`config.mk`:
```
export PLATFORM = sky130hd
export DESIGN_NAME = serial_command_line_decoder_core_flat
export DESIGN_NICKNAME = d
export VERILOG_FILES = /design/src/hw/rtl/scld_pkg.sv /design/src/hw/rtl/scld_rx_if.sv /design/src/hw/rtl/scld_res_if.sv /design/src/hw/rtl/scld_mac.sv /design/src/hw/rtl/scld_line_store.sv /design/src/hw/rtl/serial_command_line_decoder_core.sv /design/src/flat_wrapper.sv
export SDC_FILE = /design/constraint.sdc
export NUM_CORES = 1
export LEC_CHECK = 0
export BUFFER_PORTS_ARGS = -buffer_cell sky130_fd_sc_hd__buf_2
export CORE_ASPECT_RATIO = 1.1
export CORE_MARGIN = 2
export CORE_UTILIZATION = 25
export CTS_CLUSTER_SIZE = 30
export DETAILED_ROUTE_END_ITERATION = 10
export MAX_ROUTING_LAYER = met4
export PLACE_DENSITY = 0.41
export SYNTH_ARGS = -nofsm -noshare
export SYNTH_HDL_FRONTEND = slang
export SYNTH_SLANG_ARGS = --single-unit
```
`constraint.sdc`:
```
create_clock -name i_clk -period 15.6 [get_ports i_clk]
set_clock_uncertainty 0.2 [all_clocks]
set_input_delay 1.56 -clock i_clk [delete_from_list [all_inputs] [get_ports i_clk]]
set_output_delay 1.56 -clock i_clk [all_outputs]
set_load 0.01 [all_outputs]
```
`src/hw/rtl/scld_pkg.sv`:
```
package scld_pkg;

    // Received byte codes
    localparam logic [7:0] CH_BS    = 8'd8;
    localparam logic [7:0] CH_CR    = 8'd13;
    localparam logic [7:0] CH_MINUS = 8'd45;
    localparam logic [7:0] CH_DOT   = 8'd46;
    localparam logic [7:0] CH_ZERO  = 8'd48;
    localparam logic [7:0] CH_NINE  = 8'd57;
    localparam logic [7:0] CH_E     = 8'd69;
    localparam logic [7:0] CH_F     = 8'd70;
    localparam logic [7:0] CH_N     = 8'd78;
    localparam logic [7:0] CH_O     = 8'd79;
    localparam logic [7:0] CH_LC_A  = 8'd97;
    localparam logic [7:0] CH_LC_Z  = 8'd122;
    localparam logic [7:0] CASE_OFS = 8'd32;

    // Configuration registers
    localparam int          CFG_IDX_W = 2;
    localparam int          CFG_W     = 16;
    localparam logic [CFG_IDX_W-1:0] CFG_MIN_IVL = 2'd0;
    localparam logic [CFG_IDX_W-1:0] CFG_MAX_IVL = 2'd1;
    localparam logic [CFG_W-1:0]     MIN_IVL_RST = 16'd100;
    localparam logic [CFG_W-1:0]     MAX_IVL_RST = 16'd30000;

    // Decode window: the leading columns of the line
    localparam int WIN_LEN = 16;
    localparam int POS_W   = 4;

    // Accumulator: up to 99.9 s in ms
    localparam int ACC_W = 17;
    localparam int DIG_W = 4;

    localparam logic [POS_W-1:0] COL_SD_ARG  = 4'd3;
    localparam logic [POS_W-1:0] COL_STATE   = 4'd6;
    localparam logic [POS_W-1:0] COL_SECONDS = 4'd6;
    localparam logic [POS_W-1:0] COL_LOGGING = 4'd8;
    localparam logic [POS_W-1:0] COL_SEC_END = 4'd8;
    localparam logic [POS_W-1:0] COL_COUNT   = 4'd11;
    localparam logic [POS_W-1:0] COL_CNT_END = 4'd15;

    typedef enum logic [2:0] {
        PFX_READ_NOW,
        PFX_READBUF,
        PFX_SET_T,
        PFX_STATE,
        PFX_LOGGING,
        PFX_SD
    } t_pfx;

    localparam int NUM_PFX     = 6;
    localparam int PFX_MAX_LEN = 10;
    localparam int PFX_BITS    = 8 * PFX_MAX_LEN;

    localparam logic [PFX_BITS-1:0] PFX_S_READ_NOW = {"READ NOW", 16'h0000};
    localparam logic [PFX_BITS-1:0] PFX_S_READBUF  = "READBUFFER";
    localparam logic [PFX_BITS-1:0] PFX_S_SET_T    = {"SET T", 40'h0};
    localparam logic [PFX_BITS-1:0] PFX_S_STATE    = {"STATE", 40'h0};
    localparam logic [PFX_BITS-1:0] PFX_S_LOGGING  = {"LOGGING", 24'h0};
    localparam logic [PFX_BITS-1:0] PFX_S_SD       = {"SD", 64'h0};

    typedef enum logic {
        KIND_ECHO,
        KIND_CMD
    } t_kind;

    typedef enum logic [3:0] {
        CMD_NONE,
        CMD_READ_NOW,
        CMD_READ_COUNT,
        CMD_SET_INTERVAL,
        CMD_SAMP_ON,
        CMD_SAMP_OFF,
        CMD_LOG_ON,
        CMD_LOG_OFF,
        CMD_SD_FLUSH,
        CMD_SD_EJECT
    } t_cmd;

    typedef enum logic [2:0] {
        ST_OK,
        ST_BAD_NUMBER,
        ST_OUT_OF_RANGE,
        ST_EXP_ON_OFF,
        ST_EXP_F_E,
        ST_UNRECOGNIZED
    } t_status;

    typedef enum logic [2:0] {
        S_IDLE,
        S_SCAN,
        S_PLAN,
        S_NUM,
        S_FRAC,
        S_SCALE,
        S_DONE
    } t_state;

    typedef struct packed {
        t_kind       result_kind;
        logic [7:0]  echo_byte;
        t_cmd        command_code;
        logic [15:0] argument;
        logic        read_all;
        t_status     status;
    } t_result;

    function automatic logic is_digit(input logic [7:0] c);
        return (c >= CH_ZERO) && (c <= CH_NINE);
    endfunction

    function automatic logic [POS_W-1:0] pfx_len(input t_pfx p);
        logic [POS_W-1:0] n;
        unique case (p)
            PFX_READ_NOW: n = 4'd8;
            PFX_READBUF:  n = 4'd10;
            PFX_SET_T:    n = 4'd5;
            PFX_STATE:    n = 4'd5;
            PFX_LOGGING:  n = 4'd7;
            PFX_SD:       n = 4'd2;
            default:      n = 4'd0;
        endcase
        return n;
    endfunction

    function automatic logic [7:0] pfx_char(input t_pfx p, input logic [POS_W-1:0] k);
        logic [PFX_BITS-1:0] s;
        logic [7:0]          c;
        unique case (p)
            PFX_READ_NOW: s = PFX_S_READ_NOW;
            PFX_READBUF:  s = PFX_S_READBUF;
            PFX_SET_T:    s = PFX_S_SET_T;
            PFX_STATE:    s = PFX_S_STATE;
            PFX_LOGGING:  s = PFX_S_LOGGING;
            PFX_SD:       s = PFX_S_SD;
            default:      s = '0;
        endcase
        c = 8'h00;
        if (int'(k) < PFX_MAX_LEN) begin
            c = s[8 * (PFX_MAX_LEN - 1 - int'(k)) +: 8];
        end
        return c;
    endfunction

endpackage

```
`src/hw/rtl/scld_rx_if.sv`:
```
interface scld_rx_if;
    logic       valid;
    logic       ready;
    logic [7:0] rx_byte;

    modport source (output valid, output rx_byte, input ready);
    modport sink   (input valid, input rx_byte, output ready);
endinterface

```
`src/hw/rtl/scld_res_if.sv`:
```
interface scld_res_if;
    logic        valid;
    logic        ready;
    logic        result_kind;
    logic [7:0]  echo_byte;
    logic [3:0]  command_code;
    logic [15:0] argument;
    logic        read_all;
    logic [2:0]  status;

    modport source (
        output valid, output result_kind, output echo_byte, output command_code,
        output argument, output read_all, output status, input ready
    );
    modport sink (
        input valid, input result_kind, input echo_byte, input command_code,
        input argument, input read_all, input status, output ready
    );
endinterface

```
`src/hw/rtl/scld_mac.sv`:
```
module scld_mac
    import scld_pkg::*;
(
    input  logic [ACC_W-1:0] i_acc,
    input  logic [DIG_W-1:0] i_dig,
    output logic [ACC_W-1:0] o_acc
);

    logic [ACC_W+3:0] sum;

    // acc * 10 + digit as two shifted adds
    assign sum   = {1'b0, i_acc, 3'b000} + {3'b000, i_acc, 1'b0} + {(ACC_W)'(0), i_dig};
    assign o_acc = sum[ACC_W-1:0];

endmodule

```
`src/hw/rtl/scld_line_store.sv`:
```
module scld_line_store #(
    parameter int DEPTH = 32,
    parameter int AW    = 5
) (
    input  logic          i_clk,
    input  logic          i_rst_n,
    input  logic          i_we,
    input  logic [AW-1:0] i_waddr,
    input  logic [7:0]    i_wdata,
    input  logic          i_clr,
    input  logic [AW-1:0] i_raddr,
    output logic [7:0]    o_rdata
);

    logic [7:0]       r_mem [DEPTH];
    logic [DEPTH-1:0] r_vld;
    logic [7:0]       r_mem_q;
    logic             r_vld_q;

    always_ff @(posedge i_clk) begin
        if (i_we) begin
            r_mem[i_waddr] <= i_wdata;
        end
        r_mem_q <= r_mem[i_raddr];
    end

    // An entry never written since the last clear reads as zero
    always_ff @(posedge i_clk) begin
        if (!i_rst_n) begin
            r_vld   <= '0;
            r_vld_q <= 1'b0;
        end else begin
            if (i_clr) begin
                r_vld <= '0;
            end else if (i_we) begin
                r_vld[i_waddr] <= 1'b1;
            end
            r_vld_q <= r_vld[i_raddr];
        end
    end

    assign o_rdata = r_vld_q ? r_mem_q : 8'h00;

endmodule

```
`src/hw/rtl/serial_command_line_decoder_core.sv`:
```
// Channel   Dir  Payload                                                   Item
// i_rx      in   rx_byte                                                   one received byte
// o_res     out  result_kind echo_byte command_code argument read_all      one result per byte
//                status
// i_cfg_*   in   i_cfg_idx (0 min interval, 1 max interval), i_cfg_data    one register write
//
// An ordinary byte or backspace is taken while idle and its echo is registered at once.
// Carriage return reads the first 16 columns from the line store one per cycle, then plans
// the number, makes up to five passes through the shared multiply-by-ten adder for it,
// then forms the result once the output register is free. The line store is cleared as
// that result is loaded. Synchronous active-low reset; o_res.ready low holds the result and stalls
// input until the output register can take the next result.
module serial_command_line_decoder_core
    import scld_pkg::*;
#(
    parameter int LINE_DEPTH = 32
) (
    input  logic                 i_clk,
    input  logic                 i_rst_n,
    scld_rx_if.sink              i_rx,
    scld_res_if.source           o_res,
    input  logic                 i_cfg_we,
    input  logic [CFG_IDX_W-1:0] i_cfg_idx,
    input  logic [CFG_W-1:0]     i_cfg_data
);

    localparam int AW = $clog2(LINE_DEPTH);

    t_state             r_state, n_state;
    logic [AW-1:0]      r_idx, n_idx;
    logic [POS_W:0]     r_col, n_col;
    logic [7:0]         r_win [WIN_LEN];
    logic [7:0]         n_win [WIN_LEN];
    logic [NUM_PFX-1:0] r_match, n_match;
    logic [ACC_W-1:0]   r_acc, n_acc;
    logic [POS_W-1:0]   r_pos, n_pos;
    logic               r_is_set, n_is_set;
    logic               r_scale, n_scale;
    logic [CFG_W-1:0]   r_min, r_max;
    logic               r_out_valid;
    t_result            r_res, n_res;

    logic               out_free;
    logic               accept;
    logic               load_out;
    logic [7:0]         up_byte;
    logic               ls_we;
    logic               ls_clr;
    logic [AW-1:0]      ls_raddr;
    logic [7:0]         ls_rdata;
    logic [DIG_W-1:0]   mac_dig;
    logic [ACC_W-1:0]   mac_out;
    logic [POS_W-1:0]   scan_k;
    logic [7:0]         cur_byte;
    logic [7:0]         nxt_byte;
    t_result            cmd_res;

    scld_line_store #(
        .DEPTH (LINE_DEPTH),
        .AW    (AW)
    ) u_store (
        .i_clk   (i_clk),
        .i_rst_n (i_rst_n),
        .i_we    (ls_we),
        .i_waddr (r_idx),
        .i_wdata (up_byte),
        .i_clr   (ls_clr),
        .i_raddr (ls_raddr),
        .o_rdata (ls_rdata)
    );

    scld_mac u_mac (
        .i_acc (r_acc),
        .i_dig (mac_dig),
        .o_acc (mac_out)
    );

    assign out_free   = !r_out_valid || o_res.ready;
    assign i_rx.ready = (r_state == S_IDLE) && out_free;
    assign accept     = i_rx.valid && i_rx.ready;
    assign up_byte    = ((i_rx.rx_byte >= CH_LC_A) && (i_rx.rx_byte <= CH_LC_Z))
                        ? (i_rx.rx_byte - CASE_OFS) : i_rx.rx_byte;
    assign ls_raddr   = AW'(r_col[POS_W-1:0]);
    assign scan_k     = r_col[POS_W-1:0] - 4'd1;
    assign cur_byte   = r_win[r_pos];
    assign nxt_byte   = r_win[r_pos + 4'd1];

    // Command decode from match flags, window and accumulated number
    always_comb begin
        cmd_res = '{result_kind: KIND_CMD, echo_byte: 8'h00, command_code: CMD_NONE,
                    argument: 16'h0000, read_all: 1'b0, status: ST_OK};
        if (r_match[PFX_READ_NOW]) begin
            cmd_res.command_code = CMD_READ_NOW;
        end else if (r_match[PFX_READBUF]) begin
            if (r_win[COL_COUNT] == CH_MINUS) begin
                cmd_res.command_code = CMD_READ_COUNT;
                cmd_res.read_all     = 1'b1;
            end else if (!is_digit(r_win[COL_COUNT])) begin
                cmd_res.status = ST_BAD_NUMBER;
            end else begin
                cmd_res.command_code = CMD_READ_COUNT;
                cmd_res.argument     = r_acc[15:0];
            end
        end else if (r_match[PFX_SET_T]) begin
            if (!is_digit(r_win[COL_SECONDS])) begin
                cmd_res.status = ST_BAD_NUMBER;
            end else if ((r_acc >= {1'b0, r_min}) && (r_acc <= {1'b0, r_max})) begin
                cmd_res.command_code = CMD_SET_INTERVAL;
                cmd_res.argument     = r_acc[15:0];
            end else begin
                cmd_res.status = ST_OUT_OF_RANGE;
            end
        end else if (r_match[PFX_STATE]) begin
            if (r_win[COL_STATE] == CH_O && r_win[COL_STATE + 4'd1] == CH_N) begin
                cmd_res.command_code = CMD_SAMP_ON;
            end else if (r_win[COL_STATE] == CH_O && r_win[COL_STATE + 4'd1] == CH_F
                         && r_win[COL_STATE + 4'd2] == CH_F) begin
                cmd_res.command_code = CMD_SAMP_OFF;
            end else begin
                cmd_res.status = ST_EXP_ON_OFF;
            end
        end else if (r_match[PFX_LOGGING]) begin
            if (r_win[COL_LOGGING] == CH_O && r_win[COL_LOGGING + 4'd1] == CH_N) begin
                cmd_res.command_code = CMD_LOG_ON;
            end else if (r_win[COL_LOGGING] == CH_O && r_win[COL_LOGGING + 4'd1] == CH_F
                         && r_win[COL_LOGGING + 4'd2] == CH_F) begin
                cmd_res.command_code = CMD_LOG_OFF;
            end else begin
                cmd_res.status = ST_EXP_ON_OFF;
            end
        end else if (r_match[PFX_SD]) begin
            if (r_win[COL_SD_ARG] == CH_F) begin
                cmd_res.command_code = CMD_SD_FLUSH;
            end else if (r_win[COL_SD_ARG] == CH_E) begin
                cmd_res.command_code = CMD_SD_EJECT;
            end else begin
                cmd_res.status = ST_EXP_F_E;
            end
        end else begin
            cmd_res.status = ST_UNRECOGNIZED;
        end
    end

    always_comb begin
        n_state  = r_state;
        n_idx    = r_idx;
        n_col    = r_col;
        n_win    = r_win;
        n_match  = r_match;
        n_acc    = r_acc;
        n_pos    = r_pos;
        n_is_set = r_is_set;
        n_scale  = r_scale;
        n_res    = r_res;
        load_out = 1'b0;
        ls_we    = 1'b0;
        ls_clr   = 1'b0;
        mac_dig  = '0;

        unique case (r_state)
            S_IDLE: begin
                if (accept) begin
                    if (i_rx.rx_byte == CH_CR) begin
                        n_state = S_SCAN;
                        n_col   = '0;
                        n_match = '1;
                    end else begin
                        load_out = 1'b1;
                        n_res    = '{result_kind: KIND_ECHO, echo_byte: up_byte,
                                     command_code: CMD_NONE, argument: 16'h0000,
                                     read_all: 1'b0, status: ST_OK};
                        if (i_rx.rx_byte == CH_BS) begin
                            if (r_idx != '0) begin
                                n_idx = r_idx - AW'(1);
                            end
                        end else begin
                            ls_we = 1'b1;
                            n_idx = (r_idx == AW'(LINE_DEPTH - 1)) ? '0 : r_idx + AW'(1);
                        end
                    end
                end
            end
            S_SCAN: begin
                n_col = r_col + (POS_W + 1)'(1);
                // Data for the previous column arrives now: shift it in, drop mismatches
                if (r_col != '0) begin
                    for (int i = 0; i < WIN_LEN - 1; i++) begin
                        n_win[i] = r_win[i + 1];
                    end
                    n_win[WIN_LEN - 1] = ls_rdata;
                    for (int p = 0; p < NUM_PFX; p++) begin
                        if (scan_k < pfx_len(t_pfx'(p))
                            && ls_rdata != pfx_char(t_pfx'(p), scan_k)) begin
                            n_match[p] = 1'b0;
                        end
                    end
                end
                if (r_col == (POS_W + 1)'(WIN_LEN)) begin
                    n_state = S_PLAN;
                end
            end
            S_PLAN: begin
                n_acc   = '0;
                n_scale = 1'b0;
                if (r_match[PFX_READBUF] && !r_match[PFX_READ_NOW]
                    && is_digit(r_win[COL_COUNT])) begin
                    n_pos    = COL_COUNT;
                    n_is_set = 1'b0;
                    n_state  = S_NUM;
                end else if (r_match[PFX_SET_T] && !r_match[PFX_READ_NOW]
                             && !r_match[PFX_READBUF] && is_digit(r_win[COL_SECONDS])) begin
                    n_pos    = COL_SECONDS;
                    n_is_set = 1'b1;
                    n_state  = S_NUM;
                end else begin
                    n_state = S_DONE;
                end
            end
            S_NUM: begin
                if ((r_pos < (r_is_set ? COL_SEC_END : COL_CNT_END)) && is_digit(cur_byte)) begin
                    mac_dig = cur_byte[DIG_W-1:0];
                    n_acc   = mac_out;
                    n_pos   = r_pos + 4'd1;
                end else begin
                    n_state = r_is_set ? S_FRAC : S_DONE;
                end
            end
            S_FRAC: begin
                // Tenths digit, or zero when absent
                if (cur_byte == CH_DOT && is_digit(nxt_byte)) begin
                    mac_dig = nxt_byte[DIG_W-1:0];
                end
                n_acc   = mac_out;
                n_state = S_SCALE;
            end
            S_SCALE: begin
                // Two more passes scale tenths of seconds to milliseconds
                n_acc   = mac_out;
                n_scale = 1'b1;
                if (r_scale) begin
                    n_state = S_DONE;
                end
            end
            S_DONE: begin
                if (out_free) begin
                    load_out = 1'b1;
                    n_res    = cmd_res;
                    ls_clr   = 1'b1;
                    n_idx    = '0;
                    n_state  = S_IDLE;
                end
            end
            default: begin
                n_state = S_IDLE;
            end
        endcase
    end

    always_ff @(posedge i_clk) begin
        if (!i_rst_n) begin
            r_state     <= S_IDLE;
            r_idx       <= '0;
            r_col       <= '0;
            r_match     <= '0;
            r_pos       <= '0;
            r_is_set    <= 1'b0;
            r_scale     <= 1'b0;
            r_out_valid <= 1'b0;
            r_min       <= MIN_IVL_RST;
            r_max       <= MAX_IVL_RST;
        end else begin
            r_state  <= n_state;
            r_idx    <= n_idx;
            r_col    <= n_col;
            r_match  <= n_match;
            r_pos    <= n_pos;
            r_is_set <= n_is_set;
            r_scale  <= n_scale;
            if (load_out) begin
                r_out_valid <= 1'b1;
            end else if (o_res.ready) begin
                r_out_valid <= 1'b0;
            end
            if (i_cfg_we) begin
                case (i_cfg_idx)
                    CFG_MIN_IVL: r_min <= i_cfg_data;
                    CFG_MAX_IVL: r_max <= i_cfg_data;
                    default: ;
                endcase
            end
        end
    end

    always_ff @(posedge i_clk) begin
        r_win <= n_win;
        r_acc <= n_acc;
        r_res <= n_res;
    end

    assign o_res.valid        = r_out_valid;
    assign o_res.result_kind  = r_res.result_kind;
    assign o_res.echo_byte    = r_res.echo_byte;
    assign o_res.command_code = r_res.command_code;
    assign o_res.argument     = r_res.argument;
    assign o_res.read_all     = r_res.read_all;
    assign o_res.status       = r_res.status;

endmodule

```
`src/flat_wrapper.sv`:
```
// flat-port wrapper written by rule: the top's interface ports become plain ports
module serial_command_line_decoder_core_flat import scld_pkg::*;
#(
    parameter int LINE_DEPTH = 32
)
  (i_clk, i_rst_n, i_cfg_we, i_cfg_idx, i_cfg_data, i_rx_valid, i_rx_rx_byte, i_rx_ready, o_res_valid, o_res_result_kind, o_res_echo_byte, o_res_command_code, o_res_argument, o_res_read_all, o_res_status, o_res_ready);
  scld_rx_if i_rx_i ();
  scld_res_if o_res_i ();
  input  logic i_clk;
  input  logic i_rst_n;
  input  logic i_cfg_we;
  input  logic [CFG_IDX_W-1:0] i_cfg_idx;
  input  logic [CFG_W-1:0] i_cfg_data;
  input wire logic [$bits(i_rx_i.valid)-1:0] i_rx_valid;
  input wire logic [$bits(i_rx_i.rx_byte)-1:0] i_rx_rx_byte;
  output wire logic [$bits(i_rx_i.ready)-1:0] i_rx_ready;
  output wire logic [$bits(o_res_i.valid)-1:0] o_res_valid;
  output wire logic [$bits(o_res_i.result_kind)-1:0] o_res_result_kind;
  output wire logic [$bits(o_res_i.echo_byte)-1:0] o_res_echo_byte;
  output wire logic [$bits(o_res_i.command_code)-1:0] o_res_command_code;
  output wire logic [$bits(o_res_i.argument)-1:0] o_res_argument;
  output wire logic [$bits(o_res_i.read_all)-1:0] o_res_read_all;
  output wire logic [$bits(o_res_i.status)-1:0] o_res_status;
  input wire logic [$bits(o_res_i.ready)-1:0] o_res_ready;
  assign i_rx_i.valid = i_rx_valid;
  assign i_rx_i.rx_byte = i_rx_rx_byte;
  assign i_rx_ready = i_rx_i.ready;
  assign o_res_valid = o_res_i.valid;
  assign o_res_result_kind = o_res_i.result_kind;
  assign o_res_echo_byte = o_res_i.echo_byte;
  assign o_res_command_code = o_res_i.command_code;
  assign o_res_argument = o_res_i.argument;
  assign o_res_read_all = o_res_i.read_all;
  assign o_res_status = o_res_i.status;
  assign o_res_i.ready = o_res_ready;
  serial_command_line_decoder_core #(.LINE_DEPTH(LINE_DEPTH)) u_core (.i_clk(i_clk), .i_rst_n(i_rst_n), .i_rx(i_rx_i), .o_res(o_res_i), .i_cfg_we(i_cfg_we), .i_cfg_idx(i_cfg_idx), .i_cfg_data(i_cfg_data));
endmodule
```
==> results of run 1 <==
## logic make-up after synthesis
family / count (synthesis) / synth area share, %
XOR/XNOR: 54 / 2.65
buffers and inverters: 132 / 3.09
AO/OA/AOI/OAI: 253 / 9.08
multiplexers: 109 / 11.7
AND/OR/NAND/NOR: 426 / 11.7
flip-flops: 389 / 56.7
adder cells (fa/ha/maj): 76 / 5.05
## metal layers
layer,part of all wire (%),GRT usage [%],wire length (um)
met3,4.0,1.95,2030
met5,0,-,0
met2,48,21.2,24400
met1,46,17.6,23000
met4,2.0,3.34,1010
## power breakdown
group	switching, mW	internal, mW	total, mW
Sequential	0.0157	1.14	1.16
Combinational	0.122	0.0729	0.195
Clock	0.437	0.603	1.04
## synth_stat cells, types with 22 or more instances
cell	instances	share of area, %
xnor2_1	36	1.6
edfxtp_1	306	48
a21oi_1	65	1.7
inv_1	64	1.3
o21ai_0	29	0.76
nor2_1	93	1.8
dfxtp_1	83	8.7
mux4_2	75	8.8
nor3_1	38	0.99
ha_1	74	4.8
nand2_1	122	2.4
o21a_1	22	0.86
clkbuf_1	35	0.69
## worst register-to-register path, cell delays in order (launching register included)
cell and delay, ns:
dfxtp_2 0.31, buf_4 0.58, ha_1 0.70, buf_4 0.35
mux4_2 0.54, mux2i_1 0.19, a21oi_1 0.09, nor3_1 0.17
a41oi_1 0.15, nor4_4 0.32, a22oi_1 0.15, fa_1 0.57
inv_1 0.06, ha_1 0.31, a211oi_1 0.31, o21ai_0 0.20
a31oi_1 0.25, a21oi_1 0.15, a31oi_1 0.25, xor2_1 0.16
nor2_1 0.05
## per-stage QoR
step | setup slack [ns] | cell area (um^2)
after floorplan | 8.46 | 19100
after global placement | 9.36 | 20600
after detailed placement | 9.28 | 20600
after CTS | 9.24 | 22000
after global routing | 8.71 | 22100
final | 9.30 | 22100
## final cells by class
class                      instances  area [um^2]
fill                            7804        53800
sequential                       389        10900
multi-input combinational        918         7720
tap                             1026         1280
clock buffer                      64         1270
timing repair buffer              85          475
inverter                          69          259
clock inverter                    21          189
antenna                            1         2.50
## registers in the layout, indices dropped and copies added (netlist names), 3 cells and up
| name | cells |
|---|---|
| u_core.r_max | 16 |
| u_core.o_res.echo_byte | 8 |
| u_core.r_idx | 5 |
| u_core.o_res.status | 3 |
| u_core.u_store.r_mem_q | 8 |
| u_core.o_res.command_code | 4 |
| u_core.r_win | 128 |
| u_core.u_store.r_vld | 16 |
| u_core.r_match | 6 |
| u_core.r_pos | 4 |
| u_core.u_store.r_mem | 128 |
| u_core.o_res.argument | 16 |
| u_core.r_col | 5 |
| u_core.r_acc | 17 |
| u_core.r_state | 3 |
| u_core.r_min | 16 |
## how the worst max path moves through the flow
stage	end	slack, ns	depth (start not counted)	from
floorplan	u_core.r_win[0]	8.46	5	u_core.r_col[3]
global placement	u_core.r_acc[15]	9.36	20	u_core.r_pos[0]
detailed placement	u_core.r_acc[15]	9.28	20	u_core.r_pos[0]
CTS	u_core.r_acc[15]	9.24	20	u_core.r_pos[0]
global route	u_core.r_acc[15]	8.71	20	u_core.r_pos[0]
finish	u_core.r_acc[15]	9.30	20	u_core.r_pos[0]
==> qor.txt, run 1 <==
Outcome: finished clean
Net count after synthesis: 1546
CTS root buffer: clkbuf_16
Number of synthesized flops with an enable pin: 306
R2r endpoint: u_core.r_acc[15]
FFs w/ async S/R, synth: 0%
Largest net degree at the start of global routing: 83
Max transition margin: 25.1%
Fin. max-slew vios: 0
Min cycle time layout: 6.30 ns
WL per Instance: 19.6 um
Arrival time worst endpoint: 6.42 ns
Initial antenna violation count: 1
CTS tree: yes
Count of final hold-check violations: 0
Critical path class: reg -> reg
LEAKAGE: 7.61 nW
Core area: 75900 um^2
F_max: 159 MHz
GRT Util Overall: 13.2%
CP Launch Type: flip-flop
First-pass DRT Iterations: 5
Utilization after layout: 29.1%
Critical path peak fanout: 54
TritonCTS Buffers: 46
Worst Hold Class: reg -> reg
Fin nets: 1616
Synth Flop Type: edfxtp_1
RSZ-0062 raised after global routing: no
Commonest non-fill, non-tap cells in the layout: edfxtp_1, nand2_1, nor2_1, dfxtp_1, mux4_2
Critical path's slowest cell: ha_1
Critical path endpoint category: flip-flop
Global route overflow: 0
Die X: 268 um
Post-route ant nets: 0
Number of DRC markers in iteration 0: 946
Most common cell after layout, fill and taps aside: edfxtp_1
Post-synthesis cell area: 19100 um^2
Library cells used by synthesis: 96
Finished Layout Cells: 2573
Crit path required time: 15.72 ns
Post_cts resized: 0
# setup viols final: 0
Die area: 78800 um^2
Via count: 12200
Row count: 106
Hold wc startpoint: u_core.r_max[9]
Pwr dens: 109 nW/um^2
Mapped Cells: 1439
Routability Congestion: 0.828
Peak VDD IR: 0.0683 mV
CTS clk-pin slew, worst paths: 0.06 ns
Number of synthesis warnings: 0
Vias/cell: 4.74
H-tree depth: 2
Drt total wl: 50.5 mm
# IOs: 66
Syn avg cell area: 13.3 um^2
Worst skew pair latency: 0.58 ns
Total negative slack: 0 ns
Final worst-path cycle share: 40.4%
Post-Place Cells: 2487
Max cap viols: 0
R2R setup slack: 9.30 ns
Design Power: 2.40 mW
Layout area overhead: 15.2%
Worst path max stage delay: 0.67 ns
Global-route wire length before repair: 77.3 mm
Initial core utilization: 25.2%
Worst path top cell family by delay: adder cells
Hold EP: u_core.r_max[9]
Clock buffer depth: 3
Layout cell share with drive strength beyond 1: 16.8%
CP cell instances: buf_4 -> ha_1 -> buf_4 -> mux4_2 -> mux2i_1 -> a21oi_1 -> nor3_1 -> a41oi_1 -> nor4_4 -> a22oi_1 -> fa_1 -> inv_1 -> ha_1 -> a211oi_1 -> o21ai_0 -> a31oi_1 -> a21oi_1 -> a31oi_1 -> xor2_1 -> nor2_1
Buffers on Ports: 65
Hold-critical path depth: 2
Part of the Yosys area used for sequential elements: 56.7%
Hold WS: 0.255 ns
Hold Buf Count CTS: 0
Actual slew at the worst max-slew pin: 1.12 ns
Sink Count: 389
Worst-case reg-to-reg path depth: 20
Hpwl dp: 35.4 mm
Vias in the first global route: 12200
R2r startpoint: u_core.r_pos[0]
CP bufs+invs: 3
DR DRC count: 0
Number of synthesized register bits: 389
Chip height: 294 um
Post-CTS setup buffers: 0
Power figures use the tool's default switching activity.
==> run 2, diff against run 1 <==
Settings changed: ABC_AREA from default to 1, PLACE_DENSITY 0.41 to 0.42.
Clock period 15.6 ns to 5.1 ns, I/O delays scaled along.
==> qor.txt, run 2 <==
Outcome: finished clean (unchanged)
Library cells used by synthesis: 58 (was 96)
Global-route wire length before repair: 93.9 mm (was 77.3 mm)
# IOs: 66 (unchanged)
Most common cell after layout, fill and taps aside: nand2_1 (was edfxtp_1)
Number of DRC markers in iteration 0: 1163 (was 946)
Number of synthesized register bits: 389 (unchanged)
Layout area overhead: 15.7% (was 15.2%)
Final worst-path cycle share: 92.7% (was 40.4%)
Pwr dens: 305 nW/um^2 (was 109 nW/um^2)
Hold EP: u_core.r_min[7] (was u_core.r_max[9])
Synth top cells by count: nand2_1, edfxtp_1, o21ai_0 (was edfxtp_1, nand2_1, nor2_1)
Via count: 15900 (was 12200)
Part of the Yosys area used for sequential elements: 54.3% (was 56.7%)
Synth Flop Type: edfxtp_1 (unchanged)
Switching share of power: 22.5% (was 24.0%)
Mapped Cells: 2210 (was 1439)
Fin. max-slew vios: 0 (unchanged)
Number of synthesized flops with an enable pin: 306 (unchanged)
Drt total wl: 61.0 mm (was 50.5 mm)
Clock buffer depth: 3 (unchanged)
Gate power share: 4.1% (was 8.1%)
Critical path endpoint category: flip-flop (unchanged)
Global route overflow: 0 (unchanged)
Initial antenna violation count: 0 (was 1)
Largest net degree at the start of global routing: 68 (was 83)
DR DRC count: 0 (unchanged)
Design Power: 7.06 mW (was 2.40 mW)
R2r startpoint: u_core.r_pos[1] (was u_core.r_pos[0])
Max transition margin: 26.9% (was 25.1%)
Number of synthesis warnings: 0 (unchanged)
CTS root buffer: clkbuf_16 (unchanged)
Die area: 82300 um^2 (was 78800 um^2)
Int Pwr: 5.47 mW (was 1.82 mW)
TritonCTS Buffers: 46 (unchanged)
Hpwl dp: 42.3 mm (was 35.4 mm)
Share of the synthesized area in the top cell type: 46.0% (was 48.0%)
Initial core utilization: 25.3% (was 25.2%)
Synth area leader: edfxtp_1 (unchanged)
Post-route ant nets: 0 (unchanged)
Peak VDD IR: 0.248 mV (was 0.0683 mV)
Layout cell share with drive strength beyond 1: 9.79% (was 16.8%)
Net count after synthesis: 2317 (was 1546)
Flop pwr share: 49.2% (was 48.4%)
Post-synthesis cell area: 20000 um^2 (was 19100 um^2)
Most common cell in the synthesized netlist: nand2_1 (was edfxtp_1)
GRT Util Overall: 15.2% (was 13.2%)
Die X: 274 um (was 268 um)
Total negative slack: 0 ns (unchanged)
Top flop regs: u_core.r_win: 128 flops, u_core.u_store.r_mem: 128 flops, u_core.r_acc: 17 flops (unchanged)
Net switching power: 1.59 mW (was 0.575 mW)
Commonest non-fill, non-tap cells in the layout: nand2_1, edfxtp_1, inv_1, o21ai_0, nor2_1 (was edfxtp_1, nand2_1, nor2_1, dfxtp_1, mux4_2)
WL per Instance: 18.1 um (was 19.6 um)
R2R setup slack: 0.37 ns (was 9.30 ns)
Critical path peak fanout: 14 (was 54)
R2r endpoint: u_core.r_acc[14] (was u_core.r_acc[15])
Hold wc startpoint: i_cfg_data[7] (was u_core.r_max[9])
Post-Place Cells: 3267 (was 2487)
First-pass DRT Iterations: 6 (was 5)
Fin nets: 2388 (was 1616)
Worst Hold Class: in -> reg (was reg -> reg)
Arrival time worst endpoint: 4.87 ns (was 6.42 ns)
Min cycle time layout: 4.73 ns (was 6.30 ns)
Max cap viols: 0 (unchanged)
Fillers: 8413 (was 7804)
Hold-critical path depth: 3 (was 2)
Diode count: 0 (was 1)
CTS clk-pin slew, worst paths: 0.07 ns (was 0.06 ns)
Finished Layout Cells: 3364 (was 2573)
Worst-case reg-to-reg path depth: 26 (was 20)
RSZ-0062 raised after global routing: no (unchanged)
Critical path class: reg -> reg (unchanged)
Utilization after layout: 29.3% (was 29.1%)
Vias/cell: 4.73 (was 4.74)
Hold WS: 0.0459 ns (was 0.255 ns)
CTS tree: yes (unchanged)
Chip height: 301 um (was 294 um)
Sink Count: 389 (unchanged)
Critical Path Source: u_core.r_pos[1] (was u_core.r_pos[0])
Buffers on Ports: 65 (unchanged)
Syn avg cell area: 9.05 um^2 (was 13.3 um^2)
Crit path required time: 5.24 ns (was 15.72 ns)
Core area: 79100 um^2 (was 75900 um^2)
Top cells by area, synth: edfxtp_1, dfxtp_1, nand2_1, o21ai_0, ha_1 (was edfxtp_1, mux4_2, dfxtp_1, ha_1, nand2_1)
Count of final hold-check violations: 0 (unchanged)
F_max: 211 MHz (was 159 MHz)
FFs w/ async S/R, synth: 0% (unchanged)
Clock power share: 46.7% (was 43.4%)
Routability Congestion: 0.869 (was 0.828)
LEAKAGE: 8.80 nW (was 7.61 nW)
# setup viols final: 0 (unchanged)
CP Launch Type: flip-flop (unchanged)
Actual slew at the worst max-slew pin: 1.09 ns (was 1.12 ns)
H-tree depth: 2 (unchanged)
Row count: 108 (was 106)
Worst skew pair latency: 0.59 ns (was 0.58 ns)
Vias in the first global route: 15700 (was 12200)
run 2: kinds of logic after synthesis:
kind of cell | count (synthesis) | share of synthesized area (%)
buffers and inverters | 338 | 6.98
adders and majority gates | 76 | 4.83
xor gates and xnor gates | 8 | 0.426
and+or+nand+nor | 880 | 19.3
DFF | 389 | 54.3
AOI/OAI and AO/OA | 519 | 14.2
run 2: power groups by stage:
stage	Clock, mW	Sequential, mW	Combinational [mW]
detailed placement	0	3.54	0.282
CTS	3.41	3.47	0.290
floorplan	0	3.54	0.153
finish	3.30	3.47	0.286
global placement	0	3.54	0.279
global route	3.53	3.48	0.319
run 2: area by class of cell:
class,instances,area [um^2],area share [%]
Sequential cell,389,10900,46.9
Multi-Input combinational cell,1483,7750,33.5
Tap cell,1045,1310,5.65
Clock buffer,55,1230,5.30
Inverter,248,936,4.04
Timing Repair Buffer,113,771,3.33
Clock inverter,31,292,1.26
run 2: critical path, stage by stage, from the launching register on:
cell and delay [ns]:
dfxtp_1 0.42, buf_12 0.19, nand2_8 0.09, inv_4 0.09, nand2_2 0.06, xor2_2 0.29
inv_1 0.19, nand3_1 0.17, nand4_1 0.15, nand2_1 0.08, nand2_1 0.06, a21oi_2 0.20
a31oi_1 0.16, fa_1 0.50, fa_1 0.43, inv_1 0.09, nand3_1 0.07, nand2_1 0.11
nand2_1 0.06, nand2_1 0.06, a21oi_1 0.09, o21ai_1 0.19, a21boi_0 0.16, o21ai_1 0.19
nand2_1 0.07, nand2_1 0.05, nor2_1 0.04
run 2: per-stage QoR:
step                area, um^2  setup slack [ns]
floorplan                20000             0.519
global placement         21500             0.226
detailed placement       21500             0.243
CTS                      23100             0.235
global route             23100           0.00594
finish                   23100             0.371
run 2: worst max-delay path by stage:
stage,to
6_report,u_core.r_acc[14]
5_1_grt,u_core.r_acc[14]
4_1_cts,u_core.r_acc[14]
3_5_place_dp,u_core.r_acc[14]
3_3_place_gp,u_core.r_acc[14]
2_1_floorplan,u_core.r_win[0]
run 2: metal layers:
layer / track usage [%] / part of all wire, % / vias to the layer above
met5: - / 0 / -
met1: 19.5 / 45 / 7649
li1: - / - / 7817
met4: 4.36 / 2.4 / 0
met3: 1.95 / 4.1 / 93
met2: 25.0 / 48 / 365
run 2: repair_timing:
action / in CTS / in global routing
endpoints found under the hold margin: 13 / 0
buffers inserted: 0 / 0
endpoints found under the setup margin: 0 / 2
gates resized for setup: 0 / 4
hold buffers: 11 / 0
